<file path="src/sv/adsr_envelope_generator_assert.svh">
// Assertion helpers; clock and reset names are those of the including module.
`ifndef ADSR_ENVELOPE_GENERATOR_ASSERT_SVH
`define ADSR_ENVELOPE_GENERATOR_ASSERT_SVH

// same-cycle implication
`define ADSR_ASSERT_NOW(label, ante, cons) \
    label: assert property (@(posedge i_clk) disable iff (!i_rst_n) (ante) |-> (cons)) \
        else $error("assertion failed");

// next-cycle implication
`define ADSR_ASSERT_NEXT(label, ante, cons) \
    label: assert property (@(posedge i_clk) disable iff (!i_rst_n) (ante) |=> (cons)) \
        else $error("assertion failed");

`endif

</file>
<file path="src/sv/adsr_pkg.sv">
`default_nettype none

package adsr_pkg;

    localparam int LEVEL_W = 10;
    localparam int COUNT_W = 11;
    localparam int NUM_W   = 21;
    localparam int QUOT_W  = 10;

    localparam logic [COUNT_W-1:0] COUNT_MAX = 11'd2047;
    localparam logic [LEVEL_W-1:0] LEVEL_MAX = 10'd1023;
    localparam logic [LEVEL_W-1:0] ACCENT_DEN = 10'd10;

    localparam logic [LEVEL_W-1:0] ATTACK_RST  = 10'd50;
    localparam logic [LEVEL_W-1:0] DECAY_RST   = 10'd700;
    localparam logic [LEVEL_W-1:0] SUSTAIN_RST = 10'd300;
    localparam logic [LEVEL_W-1:0] RELEASE_RST = 10'd40;

    typedef enum logic [2:0] {
        PH_IDLE    = 3'd0,
        PH_ATTACK  = 3'd1,
        PH_DECAY   = 3'd2,
        PH_SUSTAIN = 3'd3,
        PH_RELEASE = 3'd4
    } t_phase;

    typedef enum logic [2:0] {
        SQ_IDLE,
        SQ_INDEX,
        SQ_CURVE,
        SQ_MUL,
        SQ_SCALE,
        SQ_ATTEN,
        SQ_ACCENT,
        SQ_DONE
    } t_seq;

    typedef enum logic [1:0] {
        REG_ATTACK  = 2'd0,
        REG_DECAY   = 2'd1,
        REG_SUSTAIN = 2'd2,
        REG_RELEASE = 2'd3
    } t_reg;

    typedef struct packed {
        logic               start;
        logic [NUM_W-1:0]   numer;
        logic [LEVEL_W-1:0] denom;
    } t_div_req;

    typedef struct packed {
        logic              busy;
        logic              done;
        logic [QUOT_W-1:0] quot;
    } t_div_stat;

    localparam logic [LEVEL_W-1:0] CURVE [0:255] = '{
        10'd0, 10'd19, 10'd39, 10'd58, 10'd77, 10'd95, 10'd113, 10'd131, 10'd148, 10'd165,
        10'd182, 10'd198, 10'd214, 10'd230, 10'd245, 10'd260, 10'd275, 10'd289, 10'd304,
        10'd318, 10'd331, 10'd345, 10'd358, 10'd371, 10'd383, 10'd396, 10'd408, 10'd420,
        10'd432, 10'd443, 10'd454, 10'd465, 10'd476, 10'd487, 10'd497, 10'd507, 10'd517,
        10'd527, 10'd537, 10'd546, 10'd556, 10'd565, 10'd574, 10'd582, 10'd591, 10'd599,
        10'd607, 10'd615, 10'd623, 10'd631, 10'd639, 10'd646, 10'd653, 10'd661, 10'd668,
        10'd675, 10'd681, 10'd688, 10'd694, 10'd701, 10'd707, 10'd713, 10'd719, 10'd725,
        10'd731, 10'd737, 10'd742, 10'd748, 10'd753, 10'd758, 10'd763, 10'd768, 10'd773,
        10'd778, 10'd783, 10'd787, 10'd792, 10'd796, 10'd801, 10'd805, 10'd809, 10'd814,
        10'd818, 10'd822, 10'd825, 10'd829, 10'd833, 10'd837, 10'd840, 10'd844, 10'd847,
        10'd851, 10'd854, 10'd857, 10'd861, 10'd864, 10'd867, 10'd870, 10'd873, 10'd876,
        10'd879, 10'd881, 10'd884, 10'd887, 10'd889, 10'd892, 10'd894, 10'd897, 10'd899,
        10'd902, 10'd904, 10'd906, 10'd909, 10'd911, 10'd913, 10'd915, 10'd917, 10'd919,
        10'd921, 10'd923, 10'd925, 10'd927, 10'd929, 10'd931, 10'd933, 10'd934, 10'd936,
        10'd938, 10'd939, 10'd941, 10'd943, 10'd944, 10'd946, 10'd947, 10'd949, 10'd950,
        10'd951, 10'd953, 10'd954, 10'd955, 10'd957, 10'd958, 10'd959, 10'd961, 10'd962,
        10'd963, 10'd964, 10'd965, 10'd966, 10'd967, 10'd968, 10'd970, 10'd971, 10'd972,
        10'd973, 10'd974, 10'd974, 10'd975, 10'd976, 10'd977, 10'd978, 10'd979, 10'd980,
        10'd981, 10'd981, 10'd982, 10'd983, 10'd984, 10'd985, 10'd985, 10'd986, 10'd987,
        10'd987, 10'd988, 10'd989, 10'd989, 10'd990, 10'd991, 10'd991, 10'd992, 10'd993,
        10'd993, 10'd994, 10'd994, 10'd995, 10'd995, 10'd996, 10'd996, 10'd997, 10'd997,
        10'd998, 10'd998, 10'd999, 10'd999, 10'd1000, 10'd1000, 10'd1001, 10'd1001,
        10'd1001, 10'd1002, 10'd1002, 10'd1003, 10'd1003, 10'd1003, 10'd1004, 10'd1004,
        10'd1004, 10'd1005, 10'd1005, 10'd1006, 10'd1006, 10'd1006, 10'd1006, 10'd1007,
        10'd1007, 10'd1007, 10'd1008, 10'd1008, 10'd1008, 10'd1009, 10'd1009, 10'd1009,
        10'd1009, 10'd1010, 10'd1010, 10'd1010, 10'd1010, 10'd1011, 10'd1011, 10'd1011,
        10'd1011, 10'd1011, 10'd1012, 10'd1012, 10'd1012, 10'd1012, 10'd1012, 10'd1013,
        10'd1013, 10'd1013, 10'd1013, 10'd1013, 10'd1014, 10'd1014, 10'd1014, 10'd1014,
        10'd1014, 10'd1014, 10'd1015, 10'd1015, 10'd1015, 10'd1015, 10'd1015, 10'd1015,
        10'd1015, 10'd1016
    };

endpackage

`default_nettype wire

</file>
<file path="src/sv/adsr_if.sv">
`default_nettype none

interface adsr_in_if;
    logic valid;
    logic ready;
    logic action;
    logic gate_level;
    logic accent_off;
    logic vca_gate_mode;

    modport source (output valid, output action, output gate_level,
                    output accent_off, output vca_gate_mode, input ready);
    modport sink   (input valid, input action, input gate_level,
                    input accent_off, input vca_gate_mode, output ready);
endinterface

interface adsr_out_if;
    logic       valid;
    logic       ready;
    logic [9:0] vca_level;
    logic [9:0] vcf_level;

    modport source (output valid, output vca_level, output vcf_level, input ready);
    modport sink   (input valid, input vca_level, input vcf_level, output ready);
endinterface

`default_nettype wire

</file>
<file path="src/sv/adsr_div.sv">
`default_nettype none

// restoring divider, one quotient bit per cycle; needs numer < denom * 2**QUOT_W
module adsr_div (
    input  wire                   i_clk,
    input  wire                   i_rst_n,
    input  wire adsr_pkg::t_div_req i_req,
    output adsr_pkg::t_div_stat   o_stat
);

    logic                          r_busy, n_busy;
    logic                          r_done, n_done;
    logic [adsr_pkg::NUM_W-1:0]    r_rem, n_rem;
    logic [adsr_pkg::NUM_W-1:0]    r_dsh, n_dsh;
    logic [adsr_pkg::QUOT_W-1:0]   r_q, n_q;
    logic [3:0]                    r_step, n_step;

    always_comb begin
        n_busy = r_busy;
        n_done = 1'b0;
        n_rem  = r_rem;
        n_dsh  = r_dsh;
        n_q    = r_q;
        n_step = r_step;
        if (i_req.start) begin
            n_busy = 1'b1;
            n_rem  = i_req.numer;
            n_dsh  = {2'b00, i_req.denom, 9'b0};
            n_q    = '0;
            n_step = '0;
        end else if (r_busy) begin
            if (r_rem >= r_dsh) begin
                n_rem = r_rem - r_dsh;
                n_q   = {r_q[adsr_pkg::QUOT_W-2:0], 1'b1};
            end else begin
                n_q   = {r_q[adsr_pkg::QUOT_W-2:0], 1'b0};
            end
            n_dsh = r_dsh >> 1;
            if (r_step == 4'(adsr_pkg::QUOT_W - 1)) begin
                n_busy = 1'b0;
                n_done = 1'b1;
            end else begin
                n_step = r_step + 4'd1;
            end
        end
    end

    always_ff @(posedge i_clk) begin
        if (!i_rst_n) begin
            r_busy <= 1'b0;
            r_done <= 1'b0;
        end else begin
            r_busy <= n_busy;
            r_done <= n_done;
        end
        r_rem  <= n_rem;
        r_dsh  <= n_dsh;
        r_q    <= n_q;
        r_step <= n_step;
    end

    assign o_stat.busy = r_busy;
    assign o_stat.done = r_done;
    assign o_stat.quot = r_q;

endmodule

`default_nettype wire

</file>
<file path="src/sv/adsr_envelope_generator.sv">
// ADSR envelope generator.
// i_in carries one item per transfer: a timer tick (action 0) or a gate edge
// (action 1 with gate_level). A gate edge is absorbed in the idle state and
// gives no result. Every tick gives one result on o_out: vca_level and vcf_level.
// Registers attack_time, decay_time, sustain_level, release_time sit on the
// APB port at byte addresses 0, 4, 8, 12; pready is always high.
// One tick is worked at a time. Idle, sustain and phase-end ticks skip the
// curve steps; attack ticks run a 10-step curve index division; decay and
// release ticks add a 10-step shift-add multiply and a 10-step divide by full
// scale. Accent adds a divide by 10; all divisions share one serial divider.
// i_in.ready is high only between ticks. The result sits in an output register;
// if o_out stalls, the next tick is taken but its result waits for the slot.
// Reset (synchronous, active low) restores register defaults, phase idle,
// level, counter and gate off, and drops o_out.valid.
`default_nettype none

module adsr_envelope_generator (
    input  wire              i_clk,
    input  wire              i_rst_n,
    adsr_in_if.sink          i_in,
    adsr_out_if.source       o_out,
    input  wire              psel,
    input  wire              penable,
    input  wire              pwrite,
    input  wire  [3:0]       paddr,
    input  wire  [31:0]      pwdata,
    output logic [31:0]      prdata,
    output logic             pready
);

    localparam int LW = adsr_pkg::LEVEL_W;
    localparam int CW = adsr_pkg::COUNT_W;
    localparam int NW = adsr_pkg::NUM_W;

    logic [LW-1:0] r_attack, r_decay, r_sustain, r_release;
    adsr_pkg::t_phase r_phase, n_phase;
    logic [CW-1:0] r_cnt, n_cnt;
    logic [LW-1:0] r_env, n_env;
    logic [LW-1:0] r_rs, n_rs;
    logic          r_gate, n_gate;

    adsr_pkg::t_seq r_seq, n_seq;
    logic          r_acc, n_acc;
    logic          r_mode, n_mode;
    logic          r_div_go, n_div_go;
    logic [LW-1:0] r_curve, n_curve;
    logic [19:0]   r_ma, n_ma;
    logic [LW-1:0] r_mb, n_mb;
    logic [19:0]   r_prod, n_prod;
    logic [3:0]    r_mstep, n_mstep;
    logic [LW-1:0] r_lvl, n_lvl;
    logic          r_out_valid, n_out_valid;
    logic [LW-1:0] r_vca, n_vca;
    logic [LW-1:0] r_vcf, n_vcf;

    logic          w_in_xfer, w_tick, w_gate_ev, w_run, w_load;
    logic [LW-1:0] w_time;
    adsr_pkg::t_div_req  w_div_req;
    adsr_pkg::t_div_stat w_div_stat;

    adsr_div u_div (
        .i_clk   (i_clk),
        .i_rst_n (i_rst_n),
        .i_req   (w_div_req),
        .o_stat  (w_div_stat)
    );

    // configuration
    assign pready = 1'b1;

    always_comb begin
        case (adsr_pkg::t_reg'(paddr[3:2]))
            adsr_pkg::REG_ATTACK:  prdata = {22'b0, r_attack};
            adsr_pkg::REG_DECAY:   prdata = {22'b0, r_decay};
            adsr_pkg::REG_SUSTAIN: prdata = {22'b0, r_sustain};
            adsr_pkg::REG_RELEASE: prdata = {22'b0, r_release};
            default:               prdata = '0;
        endcase
    end

    always_ff @(posedge i_clk) begin
        if (!i_rst_n) begin
            r_attack  <= adsr_pkg::ATTACK_RST;
            r_decay   <= adsr_pkg::DECAY_RST;
            r_sustain <= adsr_pkg::SUSTAIN_RST;
            r_release <= adsr_pkg::RELEASE_RST;
        end else if (psel && penable && pwrite) begin
            case (adsr_pkg::t_reg'(paddr[3:2]))
                adsr_pkg::REG_ATTACK:  r_attack  <= pwdata[LW-1:0];
                adsr_pkg::REG_DECAY:   r_decay   <= pwdata[LW-1:0];
                adsr_pkg::REG_SUSTAIN: r_sustain <= pwdata[LW-1:0];
                adsr_pkg::REG_RELEASE: r_release <= pwdata[LW-1:0];
                default: ;
            endcase
        end
    end

    // handshake
    assign i_in.ready  = (r_seq == adsr_pkg::SQ_IDLE);
    assign w_in_xfer   = i_in.valid && i_in.ready;
    assign w_tick      = w_in_xfer && !i_in.action;
    assign w_gate_ev   = w_in_xfer && i_in.action;
    assign w_load      = (r_seq == adsr_pkg::SQ_DONE) && (!r_out_valid || o_out.ready);

    always_comb begin
        case (r_phase)
            adsr_pkg::PH_ATTACK:  w_time = r_attack;
            adsr_pkg::PH_DECAY:   w_time = r_decay;
            adsr_pkg::PH_RELEASE: w_time = r_release;
            default:              w_time = '0;
        endcase
    end
    assign w_run = (w_time != '0) && (r_cnt < {1'b0, w_time});

    // divider operands
    always_comb begin
        w_div_req.start = r_div_go;
        case (r_seq)
            adsr_pkg::SQ_INDEX: begin
                w_div_req.numer = NW'({r_cnt, 8'h00}) - NW'(r_cnt);
                w_div_req.denom = w_time;
            end
            adsr_pkg::SQ_SCALE: begin
                w_div_req.numer = NW'(r_prod);
                w_div_req.denom = adsr_pkg::LEVEL_MAX;
            end
            default: begin
                w_div_req.numer = NW'({r_env, 3'b000}) - NW'(r_env);
                w_div_req.denom = adsr_pkg::ACCENT_DEN;
            end
        endcase
    end

    // sequencer next state
    always_comb begin
        n_seq = r_seq;
        case (r_seq)
            adsr_pkg::SQ_IDLE:
                if (w_tick) n_seq = w_run ? adsr_pkg::SQ_INDEX : adsr_pkg::SQ_ATTEN;
            adsr_pkg::SQ_INDEX:
                if (w_div_stat.done) n_seq = adsr_pkg::SQ_CURVE;
            adsr_pkg::SQ_CURVE:
                n_seq = (r_phase == adsr_pkg::PH_ATTACK) ? adsr_pkg::SQ_ATTEN
                                                         : adsr_pkg::SQ_MUL;
            adsr_pkg::SQ_MUL:
                if (r_mstep == 4'(LW - 1)) n_seq = adsr_pkg::SQ_SCALE;
            adsr_pkg::SQ_SCALE:
                if (w_div_stat.done) n_seq = adsr_pkg::SQ_ATTEN;
            adsr_pkg::SQ_ATTEN:
                n_seq = r_acc ? adsr_pkg::SQ_ACCENT : adsr_pkg::SQ_DONE;
            adsr_pkg::SQ_ACCENT:
                if (w_div_stat.done) n_seq = adsr_pkg::SQ_DONE;
            adsr_pkg::SQ_DONE:
                if (w_load) n_seq = adsr_pkg::SQ_IDLE;
            default:
                n_seq = adsr_pkg::SQ_IDLE;
        endcase
    end

    // datapath
    always_comb begin
        n_phase     = r_phase;
        n_cnt       = r_cnt;
        n_env       = r_env;
        n_rs        = r_rs;
        n_gate      = r_gate;
        n_acc       = r_acc;
        n_mode      = r_mode;
        n_div_go    = 1'b0;
        n_curve     = r_curve;
        n_ma        = r_ma;
        n_mb        = r_mb;
        n_prod      = r_prod;
        n_mstep     = r_mstep;
        n_lvl       = r_lvl;
        n_out_valid = r_out_valid && !o_out.ready;
        n_vca       = r_vca;
        n_vcf       = r_vcf;
        case (r_seq)
            adsr_pkg::SQ_IDLE: begin
                if (w_gate_ev) begin
                    n_gate  = i_in.gate_level;
                    n_phase = i_in.gate_level ? adsr_pkg::PH_ATTACK : adsr_pkg::PH_RELEASE;
                    n_cnt   = '0;
                end else if (w_tick) begin
                    n_acc  = i_in.accent_off;
                    n_mode = i_in.vca_gate_mode;
                    if (w_run) begin
                        n_div_go = 1'b1;
                    end else begin
                        case (r_phase)
                            adsr_pkg::PH_IDLE: n_env = '0;
                            adsr_pkg::PH_ATTACK: begin
                                n_phase = adsr_pkg::PH_DECAY;
                                n_cnt   = '0;
                            end
                            adsr_pkg::PH_DECAY: begin
                                n_phase = adsr_pkg::PH_SUSTAIN;
                                n_cnt   = '0;
                            end
                            adsr_pkg::PH_SUSTAIN: begin
                                n_env = r_sustain;
                                n_rs  = r_sustain;
                                n_cnt = '0;
                            end
                            adsr_pkg::PH_RELEASE: begin
                                n_phase = adsr_pkg::PH_IDLE;
                                n_env   = '0;
                            end
                            default: ;
                        endcase
                    end
                end
            end
            adsr_pkg::SQ_INDEX: begin
                if (w_div_stat.done) n_curve = adsr_pkg::CURVE[w_div_stat.quot[7:0]];
            end
            adsr_pkg::SQ_CURVE: begin
                n_prod  = '0;
                n_mstep = '0;
                n_mb    = adsr_pkg::LEVEL_MAX - r_curve;
                if (r_phase == adsr_pkg::PH_ATTACK) begin
                    n_env = r_curve;
                    n_rs  = r_curve;
                end else if (r_phase == adsr_pkg::PH_DECAY) begin
                    n_ma = 20'(adsr_pkg::LEVEL_MAX - r_sustain);
                end else begin
                    n_ma = 20'(r_rs);
                end
            end
            adsr_pkg::SQ_MUL: begin
                if (r_mb[0]) n_prod = r_prod + r_ma;
                n_ma    = r_ma << 1;
                n_mb    = r_mb >> 1;
                n_mstep = r_mstep + 4'd1;
                if (r_mstep == 4'(LW - 1)) n_div_go = 1'b1;
            end
            adsr_pkg::SQ_SCALE: begin
                if (w_div_stat.done) begin
                    if (r_phase == adsr_pkg::PH_DECAY) begin
                        n_env = r_sustain + w_div_stat.quot;
                        n_rs  = r_sustain + w_div_stat.quot;
                    end else begin
                        n_env = w_div_stat.quot;
                    end
                end
            end
            adsr_pkg::SQ_ATTEN: begin
                if (r_cnt != adsr_pkg::COUNT_MAX) n_cnt = r_cnt + 11'd1;
                n_lvl = r_env;
                if (r_acc) n_div_go = 1'b1;
            end
            adsr_pkg::SQ_ACCENT: begin
                if (w_div_stat.done) n_lvl = w_div_stat.quot;
            end
            adsr_pkg::SQ_DONE: begin
                if (w_load) begin
                    n_out_valid = 1'b1;
                    n_vcf       = r_lvl;
                    n_vca       = r_mode ? (r_gate ? adsr_pkg::LEVEL_MAX : '0) : r_lvl;
                end
            end
            default: ;
        endcase
    end

    always_ff @(posedge i_clk) begin
        if (!i_rst_n) begin
            r_seq       <= adsr_pkg::SQ_IDLE;
            r_phase     <= adsr_pkg::PH_IDLE;
            r_cnt       <= '0;
            r_env       <= '0;
            r_rs        <= '0;
            r_gate      <= 1'b0;
            r_div_go    <= 1'b0;
            r_out_valid <= 1'b0;
        end else begin
            r_seq       <= n_seq;
            r_phase     <= n_phase;
            r_cnt       <= n_cnt;
            r_env       <= n_env;
            r_rs        <= n_rs;
            r_gate      <= n_gate;
            r_div_go    <= n_div_go;
            r_out_valid <= n_out_valid;
        end
        r_acc   <= n_acc;
        r_mode  <= n_mode;
        r_curve <= n_curve;
        r_ma    <= n_ma;
        r_mb    <= n_mb;
        r_prod  <= n_prod;
        r_mstep <= n_mstep;
        r_lvl   <= n_lvl;
        r_vca   <= n_vca;
        r_vcf   <= n_vcf;
    end

    assign o_out.valid     = r_out_valid;
    assign o_out.vca_level = r_vca;
    assign o_out.vcf_level = r_vcf;

`include "adsr_envelope_generator_assert.svh"

    `ADSR_ASSERT_NEXT(a_tick_busy, w_tick, !i_in.ready)
    `ADSR_ASSERT_NEXT(a_gate_clears_count, w_gate_ev, r_cnt == '0)
    `ADSR_ASSERT_NOW(a_idle_div_quiet, r_seq == adsr_pkg::SQ_IDLE, !w_div_stat.busy)
    `ADSR_ASSERT_NEXT(a_div_starts, r_div_go, w_div_stat.busy)

endmodule

`default_nettype wire

</file>
<file path="src/flat_wrapper.sv">
// flat-port wrapper written by rule: the top's interface ports become plain ports
module adsr_envelope_generator_flat 
  (i_clk, i_rst_n, psel, penable, pwrite, paddr, pwdata, prdata, pready, i_in_valid, i_in_action, i_in_gate_level, i_in_accent_off, i_in_vca_gate_mode, i_in_ready, o_out_valid, o_out_vca_level, o_out_vcf_level, o_out_ready);
  adsr_in_if i_in_i ();
  adsr_out_if o_out_i ();
  input  wire i_clk;
  input  wire i_rst_n;
  input  wire psel;
  input  wire penable;
  input  wire pwrite;
  input  wire  [3:0] paddr;
  input  wire  [31:0] pwdata;
  output logic [31:0] prdata;
  output logic pready;
  input wire logic [$bits(i_in_i.valid)-1:0] i_in_valid;
  input wire logic [$bits(i_in_i.action)-1:0] i_in_action;
  input wire logic [$bits(i_in_i.gate_level)-1:0] i_in_gate_level;
  input wire logic [$bits(i_in_i.accent_off)-1:0] i_in_accent_off;
  input wire logic [$bits(i_in_i.vca_gate_mode)-1:0] i_in_vca_gate_mode;
  output wire logic [$bits(i_in_i.ready)-1:0] i_in_ready;
  output wire logic [$bits(o_out_i.valid)-1:0] o_out_valid;
  output wire logic [$bits(o_out_i.vca_level)-1:0] o_out_vca_level;
  output wire logic [$bits(o_out_i.vcf_level)-1:0] o_out_vcf_level;
  input wire logic [$bits(o_out_i.ready)-1:0] o_out_ready;
  assign i_in_i.valid = i_in_valid;
  assign i_in_i.action = i_in_action;
  assign i_in_i.gate_level = i_in_gate_level;
  assign i_in_i.accent_off = i_in_accent_off;
  assign i_in_i.vca_gate_mode = i_in_vca_gate_mode;
  assign i_in_ready = i_in_i.ready;
  assign o_out_valid = o_out_i.valid;
  assign o_out_vca_level = o_out_i.vca_level;
  assign o_out_vcf_level = o_out_i.vcf_level;
  assign o_out_i.ready = o_out_ready;
  adsr_envelope_generator u_core (.i_clk(i_clk), .i_rst_n(i_rst_n), .i_in(i_in_i), .o_out(o_out_i), .psel(psel), .penable(penable), .pwrite(pwrite), .paddr(paddr), .pwdata(pwdata), .prdata(prdata), .pready(pready));
endmodule
</file>
<file path="config.mk">
export PLATFORM = sky130hd
export DESIGN_NAME = adsr_envelope_generator_flat
export DESIGN_NICKNAME = d
export VERILOG_FILES = /design/src/sv/adsr_pkg.sv /design/src/sv/adsr_if.sv /design/src/sv/adsr_div.sv /design/src/sv/adsr_envelope_generator.sv /design/src/flat_wrapper.sv
export VERILOG_INCLUDE_DIRS = /design/src /design/src/sv
export SDC_FILE = /design/constraint.sdc
export NUM_CORES = 1
export LEC_CHECK = 0
export BUFFER_PORTS_ARGS = -buffer_cell sky130_fd_sc_hd__buf_2
export CAP_MARGIN = 25
export CORE_ASPECT_RATIO = 1.5
export CORE_UTILIZATION = 30
export CTS_CLUSTER_SIZE = 10
export DETAILED_ROUTE_END_ITERATION = 6
export PLACE_DENSITY_LB_ADDON = 0.15
export SYNTH_ARGS = -nofsm -noshare
export SYNTH_HDL_FRONTEND = slang
export SYNTH_SLANG_ARGS = --single-unit
</file>
<file path="constraint.sdc">
create_clock -name i_clk -period 4.3 [get_ports i_clk]
set_clock_uncertainty 0.1 [all_clocks]
set_input_delay 0.43 -clock i_clk [delete_from_list [all_inputs] [get_ports i_clk]]
set_output_delay 0.43 -clock i_clk [all_outputs]
set_load 0.05 [all_outputs]
</file>
# Yosys cells after proc, flatten, opt, wreduce, memory -nomap -nowiden
# Memories as Yosys holds them, arrays and structs flattened. A register that Yosys moved wholly into a read port is not among the register bits.
# Index checks and enable logic that the tools add are counted.
dict set report classes {
  n_mux 68
  add_sub_neg 10
  n_eq_ne 36
  magnitude_cmp 2
  bitwise 5
  n_reduce_logical 45
}
# op n
set op_table {}
lappend op_table {{10-bit 2-to-1 mux} 15}
lappend op_table {{32-bit one-hot mux with 4 select lines} 1}
lappend op_table {{10-bit one-hot mux with 3 select lines} 3}
lappend op_table {{20-bit one-hot mux with 2 select lines} 2}
lappend op_table {{21-bit 2-to-1 mux} 3}
lappend op_table {{31-bit one-hot mux with 2 select lines} 1}
lappend op_table {{20-bit 2-to-1 mux} 3}
lappend op_table {{10-bit one-hot mux with 2 select lines} 3}
lappend op_table {{11-bit 2-to-1 mux} 5}
lappend op_table {{19-bit 2-to-1 mux} 2}
lappend op_table {{3-bit 2-to-1 mux} 12}
lappend op_table {{3-bit one-hot mux with 8 select lines} 1}
lappend op_table {{2-bit AND reduction} 12}
lappend op_table {{11-bit one-hot mux with 2 select lines} 1}
lappend op_table {{21-bit by 19-bit >= comparator with 1-bit output} 1}
lappend op_table {{21-bit by 19-bit subtractor with 21-bit output} 1}
lappend op_table {{20-bit adder} 1}
lappend op_table {{19-bit by 11-bit subtractor with 20-bit output} 1}
lappend op_table {{2-bit inequality test (second input constant)} 8}
lappend op_table {{3-bit equality test (second input constant)} 5}
lappend op_table {{2-bit by 1-bit inequality test with 1-bit output (second input constant)} 7}
lappend op_table {{13-bit by 10-bit subtractor with 14-bit output} 1}
lappend op_table {{1-bit 2-to-1 mux} 13}
lappend op_table {{3-bit by 2-bit equality test with 1-bit output (second input constant)} 4}
lappend op_table {{other kinds (34)} 60}
dict set report totals {
  register_bits 222
  output_inout_bits 55
  memories 1
  mem_bits_ro 2560
  input_bits 47
  word_cells 195
}
# name words width rd rd_clocked_by_memory_dff write_ports line_no
set memory_table {}
lappend memory_table {{(name not given)} 256 10 1 1 0 adsr_envelope_generator.sv:216} ;# if (w_div_stat.done) n_curve = adsr_pkg::CURVE[w_div_stat.quot[7:0]];

# Depth between registers and ports, before layout
dict set report depth {
  ltp_word 8
  depth_mapped 15
  mapped_depth_nobuf 12
}

# By module
# A second synthesis with hierarchy kept.
dict set report unflattened {
  cells_unflattened 1916
  hier_area_um2 16392.0
}
# mod area_each_um2 cells_each seq_area_each_um2 n_inst
set modules_own_cells {}
lappend modules_own_cells {adsr_envelope_generator 13000.0 1550 4484.3 1}
lappend modules_own_cells {adsr_div 3392.0 366 1431.4 1}

# Worst setup path before layout
# Ideal clock, no wire load.
dict set report synth_path {
  kind {reg-to-reg}
  startpoint {reg u_core.u_div.r_dsh[1] in the netlist's numbering}
  endpoint {reg u_core.u_div.r_rem[0] in the netlist's numbering (enable)}
  stages_incl_launch_ff 11
  path_slack_ns 0.603
  n_path_buf 0
  t_required_ns 3.772
  setup_time_ns 0.428
  t_arrival_ns 3.168
  period_less_slack_ns 3.697
  cell_sequence {dfxtp_1 -> inv_1 -> ha_1 -> nor2b_1 -> o21a_1 -> o21ai_0 -> a21oi_1 -> nand2_1 -> nand3b_1 -> a31oi_1 -> o21ai_0}
}
dict set report synth_via {
  elab_chain_len 3
}
# element line_no
set synth_lines {}
lappend synth_lines {{start, declared} adsr_div.sv:14} ;# logic [adsr_pkg::NUM_W-1:0] r_dsh, n_dsh;
lappend synth_lines {{start signal, assigned} adsr_div.sv:57} ;# r_dsh <= n_dsh;
lappend synth_lines {{21-bit by 19-bit >= comparator with 1-bit output} adsr_div.sv:32} ;# if (r_rem >= r_dsh) begin
lappend synth_lines {{2-bit nonzero test (no source line)} n/a}
lappend synth_lines {{2-bit AND reduction (no source line)} n/a}
lappend synth_lines {{end signal, assigned} adsr_div.sv:56} ;# r_rem <= n_rem;
lappend synth_lines {{end, declared} adsr_div.sv:13} ;# logic [adsr_pkg::NUM_W-1:0] r_rem, n_rem;
# No other way between the ends.
# A chain may end at the register's enable or synchronous reset.

# Worst setup path in the final report
dict set report layout_path {
  startpoint {reg u_core.r_phase[2]}
  endpoint {reg u_core.r_env[7]}
}
dict set report layout_via {
  elab_chain_len 7
  elab_cells_between_ends 21
}
# element line_no
set layout_lines {}
lappend layout_lines {{start, declared} adsr_envelope_generator.sv:36} ;# adsr_pkg::t_phase r_phase, n_phase;
lappend layout_lines {{start signal, assigned} adsr_envelope_generator.sv:270} ;# r_phase <= adsr_pkg::PH_IDLE;
lappend layout_lines {{start signal, assigned} adsr_envelope_generator.sv:279} ;# r_phase <= n_phase;
lappend layout_lines {{parallel branches: the longest is 7 deep, another holds 11-bit by 10-bit less-than comparator with 1-bit output} n/a}
lappend layout_lines {{end signal, assigned} adsr_envelope_generator.sv:281} ;# r_env <= n_env;
lappend layout_lines {{end, declared} adsr_envelope_generator.sv:38} ;# logic [LW-1:0] r_env, n_env;
# Several ways; the timed one is not identified. The select of a mux whose other input is x is not followed.

==> results.cfg <==
[clock_network]
numCtsBuffers = 27
worstSkewPairLatency_ns = 0.57
htree_levels = 1
cts_tree = done
path_clk_slew_ns = 0.06
cts_sinks = 232
ctsResizeCount = 0
clockBufferDepth = 3
root_buffer = clkbuf_16

[global_route]
antenna_found_initial = 0
grt_start_max_net_pins = 82
grt_pass1_wl_um = 81400
grt_pass1_vias = 13520
gr-total-overflow = 0
track_usage = 0.1964

[synth]
seq_area_frac_synth = 0.3733
synth-compound-area-share = 0.2255
synth_top_family_by_area = compound AO/OA/AOI/OAI gates
synth_edf_count = 127
synthFlopType = edfxtp_1
synth_cells = 1859
syn_area_um2 = 15850
synthMuxAreaShare = 0.05155
synth_xor_area_frac = 0.04089
synth.distinct_cells = 70
synth-seq-cells = 232
yosys.area_share.adder = 0.07168
async_flop_share = 0
avgSynthCellArea_um2 = 8.526
synthSimpleGateAreaFrac = 0.1739
ys_warn_count = 0

[detailed_routing]
drt-total-wl_um = 53740
wl_per_cell_um = 21.11
route.detailed.drc = 0
dr.pass1.iters = 5
num_vias = 13800
avgViaCountPerCell = 5.422
drt_iter0_markers = 768
ant_nets = 0

[sta]
worst_hold_slack_ns = 0.03622
setup_violations = 0
fin_tns_setup_ns = 0
timing.final.crit_share = 0.8076
maxSlewHeadroom = 0.2968
timing.fmax_mhz = 288.0
fin_crit_ns = 3.473
grt_setup_unrepaired = false
maxSlewViolCount = 0
tightest_slew_ns = 1.055
finalWorstSetupSlack_ns = 0.8274
hold_viol_final = 0

[setup_path]
critical-path-top-delay-family = compound AO/OA/AOI/OAI gates
worst_ep_arrival_time_ns = 3.84
worstSetupPathType = reg2reg
cp_slowest_cell = dfxtp_1
critPathMostFrequentCell = buf_4
startpoint_type = register
required_ns = 4.66
crit_path_end_kind = register
critPathMaxStageDelay_ns = 0.41
path_max_fanout = 20
cp.buffers_inverters = 2
crit_chain = nor2b_1, buf_4, a22oi_1, a2bb2oi_1, ha_1, nand3_1, o221ai_1, a31o_2, a31oi_1, o31ai_4, o21ai_1, buf_4, nor2_1, a211oi_1

[die]
start_util = 0.3051
fp.dieH_um = 283.5
placementRows = 102
die_w_um = 189.7
io_pins = 102
die_area_um2 = 53770
fp.coreArea_um2 = 51940

[placement]
dp_slack_ns = 0.8283
globalplace.congestion = 0.8470
numPortBuffers = 54
hpwl_um = 39800

[run_status]
status = completed

[hold_path]
hp-class = in2reg

[cells_and_area]
n_antenna_cell = 0
fin_nets = 1988
synthToLayoutAreaGrowth_pct = 10.36
layout-drive-gt1-share = 0.08770
post-route-util = 0.3367

[flow_run]
max_cap_viol_count = 0

[power]
irDropWorstVdd_uv = 267.7
power_leakage_nw = 6.621
power_density_nw_per_um2 = 529.5
==> worst register-to-register path, stage by stage, from the launching register on <==
cell and delay (ns):
dfxtp_1 0.41, nor2b_1 0.18, buf_4 0.18, a22oi_1 0.16, a2bb2oi_1 0.41, ha_1 0.33, nand3_1 0.10, o221ai_1 0.14
a31o_2 0.26, a31oi_1 0.22, o31ai_4 0.17, o21ai_1 0.17, buf_4 0.26, nor2_1 0.08, a211oi_1 0.22
==> cells in the final DEF, fill, tap and decap left out, types with 40 or more instances in the layout <==
| cell type | netlist | final |
|---|---|---|
| xnor2_1 | 52 | 52 |
| o21ai_0 | 140 | 139 |
| dfxtp_1 | 105 | 101 |
| edfxtp_1 | 127 | 127 |
| nand2_1 | 181 | 181 |
| nor2_1 | 209 | 207 |
| buf_2 | 2 | 54 |
| nand3_1 | 43 | 43 |
| buf_4 | 23 | 40 |
| nor3_1 | 45 | 45 |
| mux2i_1 | 49 | 49 |
| inv_1 | 74 | 74 |
| ha_1 | 86 | 86 |
| a21oi_1 | 150 | 150 |
==> final cells by class <==
cell class / count / area, um2
Clock inverter: 2 / 13.76
Multi-Input combinational cell: 1415 / 9039
Timing Repair Buffer: 98 / 615.6
Tap cell: 676 / 845.8
Fill cell: 5406 / 34450
Inverter: 78 / 292.8
Clock buffer: 45 / 763.2
Sequential cell: 232 / 5921
==> sequential cells by signal, summed over array words and instances, names as in the netlist, 10 cells and up <==
signal / flops
u_core.r_sustain: 10
u_core.r_decay: 10
u_core.r_mb: 10
u_core.o_out.vcf_level: 10
u_core.r_ma: 20
u_core.r_env: 10
u_core.u_div.r_q: 10
u_core.u_div.r_dsh: 19
u_core.r_lvl: 10
u_core.r_cnt: 11
u_core.o_out.vca_level: 10
u_core.r_rs: 10
u_core.u_div.r_rem: 21
u_core.r_prod: 20
u_core.r_curve: 10
u_core.r_release: 10
u_core.r_attack: 10
==> power breakdown <==
group,internal (mW),switching [mW],total (mW)
combinational,1.52,2.76,4.28
clock,1.20,0.947,2.14
sequential,2.63,0.207,2.84
total,5.35,3.91,9.26
==> repair_timing <==
action                                 CTS  global route
buffers inserted                         0             0
endpoints found under the hold margin    2             0
hold buffers                             2             0
==> through the flow <==
step	std cells	power [mW]	area (um2)
6_report	2546	9.262	17490
5_1_grt	2546	9.824	17490
4_1_cts	2545	9.318	17480
3_5_place_dp	2496	7.146	16680
3_3_place_gp	2495	7.126	16670
2_1_floorplan	1880	5.878	15930
==> synth_stat cells (all sizes together) (25+ instances only) <==
cell type    n  area [um2]
a211oi      33       247.7
a21o        29       217.7
a21oi      150       750.7
buf         47       295.3
clkbuf     108       405.4
dfxtp      105        2102
edfxtp     127        3814
ha          86        1076
inv         74       277.8
mux2i       49       490.5
nand2      182       685.7
nand3       43       215.2
nor2       209       784.5
nor2b       25       163.9
nor3        45       225.2
o21ai      141       705.7
xnor2       52       455.4
==> cell families (layout without fill, tap and decap cells) <==
logic type / after synthesis / in the layout
xor+xnor: 74 / 74
mux: 66 / 66
flops: 232 / 232
fa+ha+maj: 89 / 89
compound gates: 555 / 555
buf+inv: 233 / 223
other cells: 2 / 23
simple gates: 608 / 608
==> final timing paths <==
check,from,endpoint,slack [ns],cells after the start
worst min register to register,u_core.r_lvl[4],u_core.o_out.vcf_level[4],0.35,0
worst max register to register,u_core.r_phase[2],u_core.r_env[7],0.83,14
worst min-delay path,pwdata[7],u_core.r_decay[7],0.04,3
worst max-delay path,u_core.r_phase[2],u_core.r_env[7],0.83,14
==> metal layers <==
metal,vias up,track usage,routed length (um)
met3,107,0.01261,1446
met2,330,0.3834,29520
met5,-,0,0
met1,6652,0.2108,20320
met4,0,0.08992,2451
li1,6715,-,-
Power figures use the tool's default switching activity.
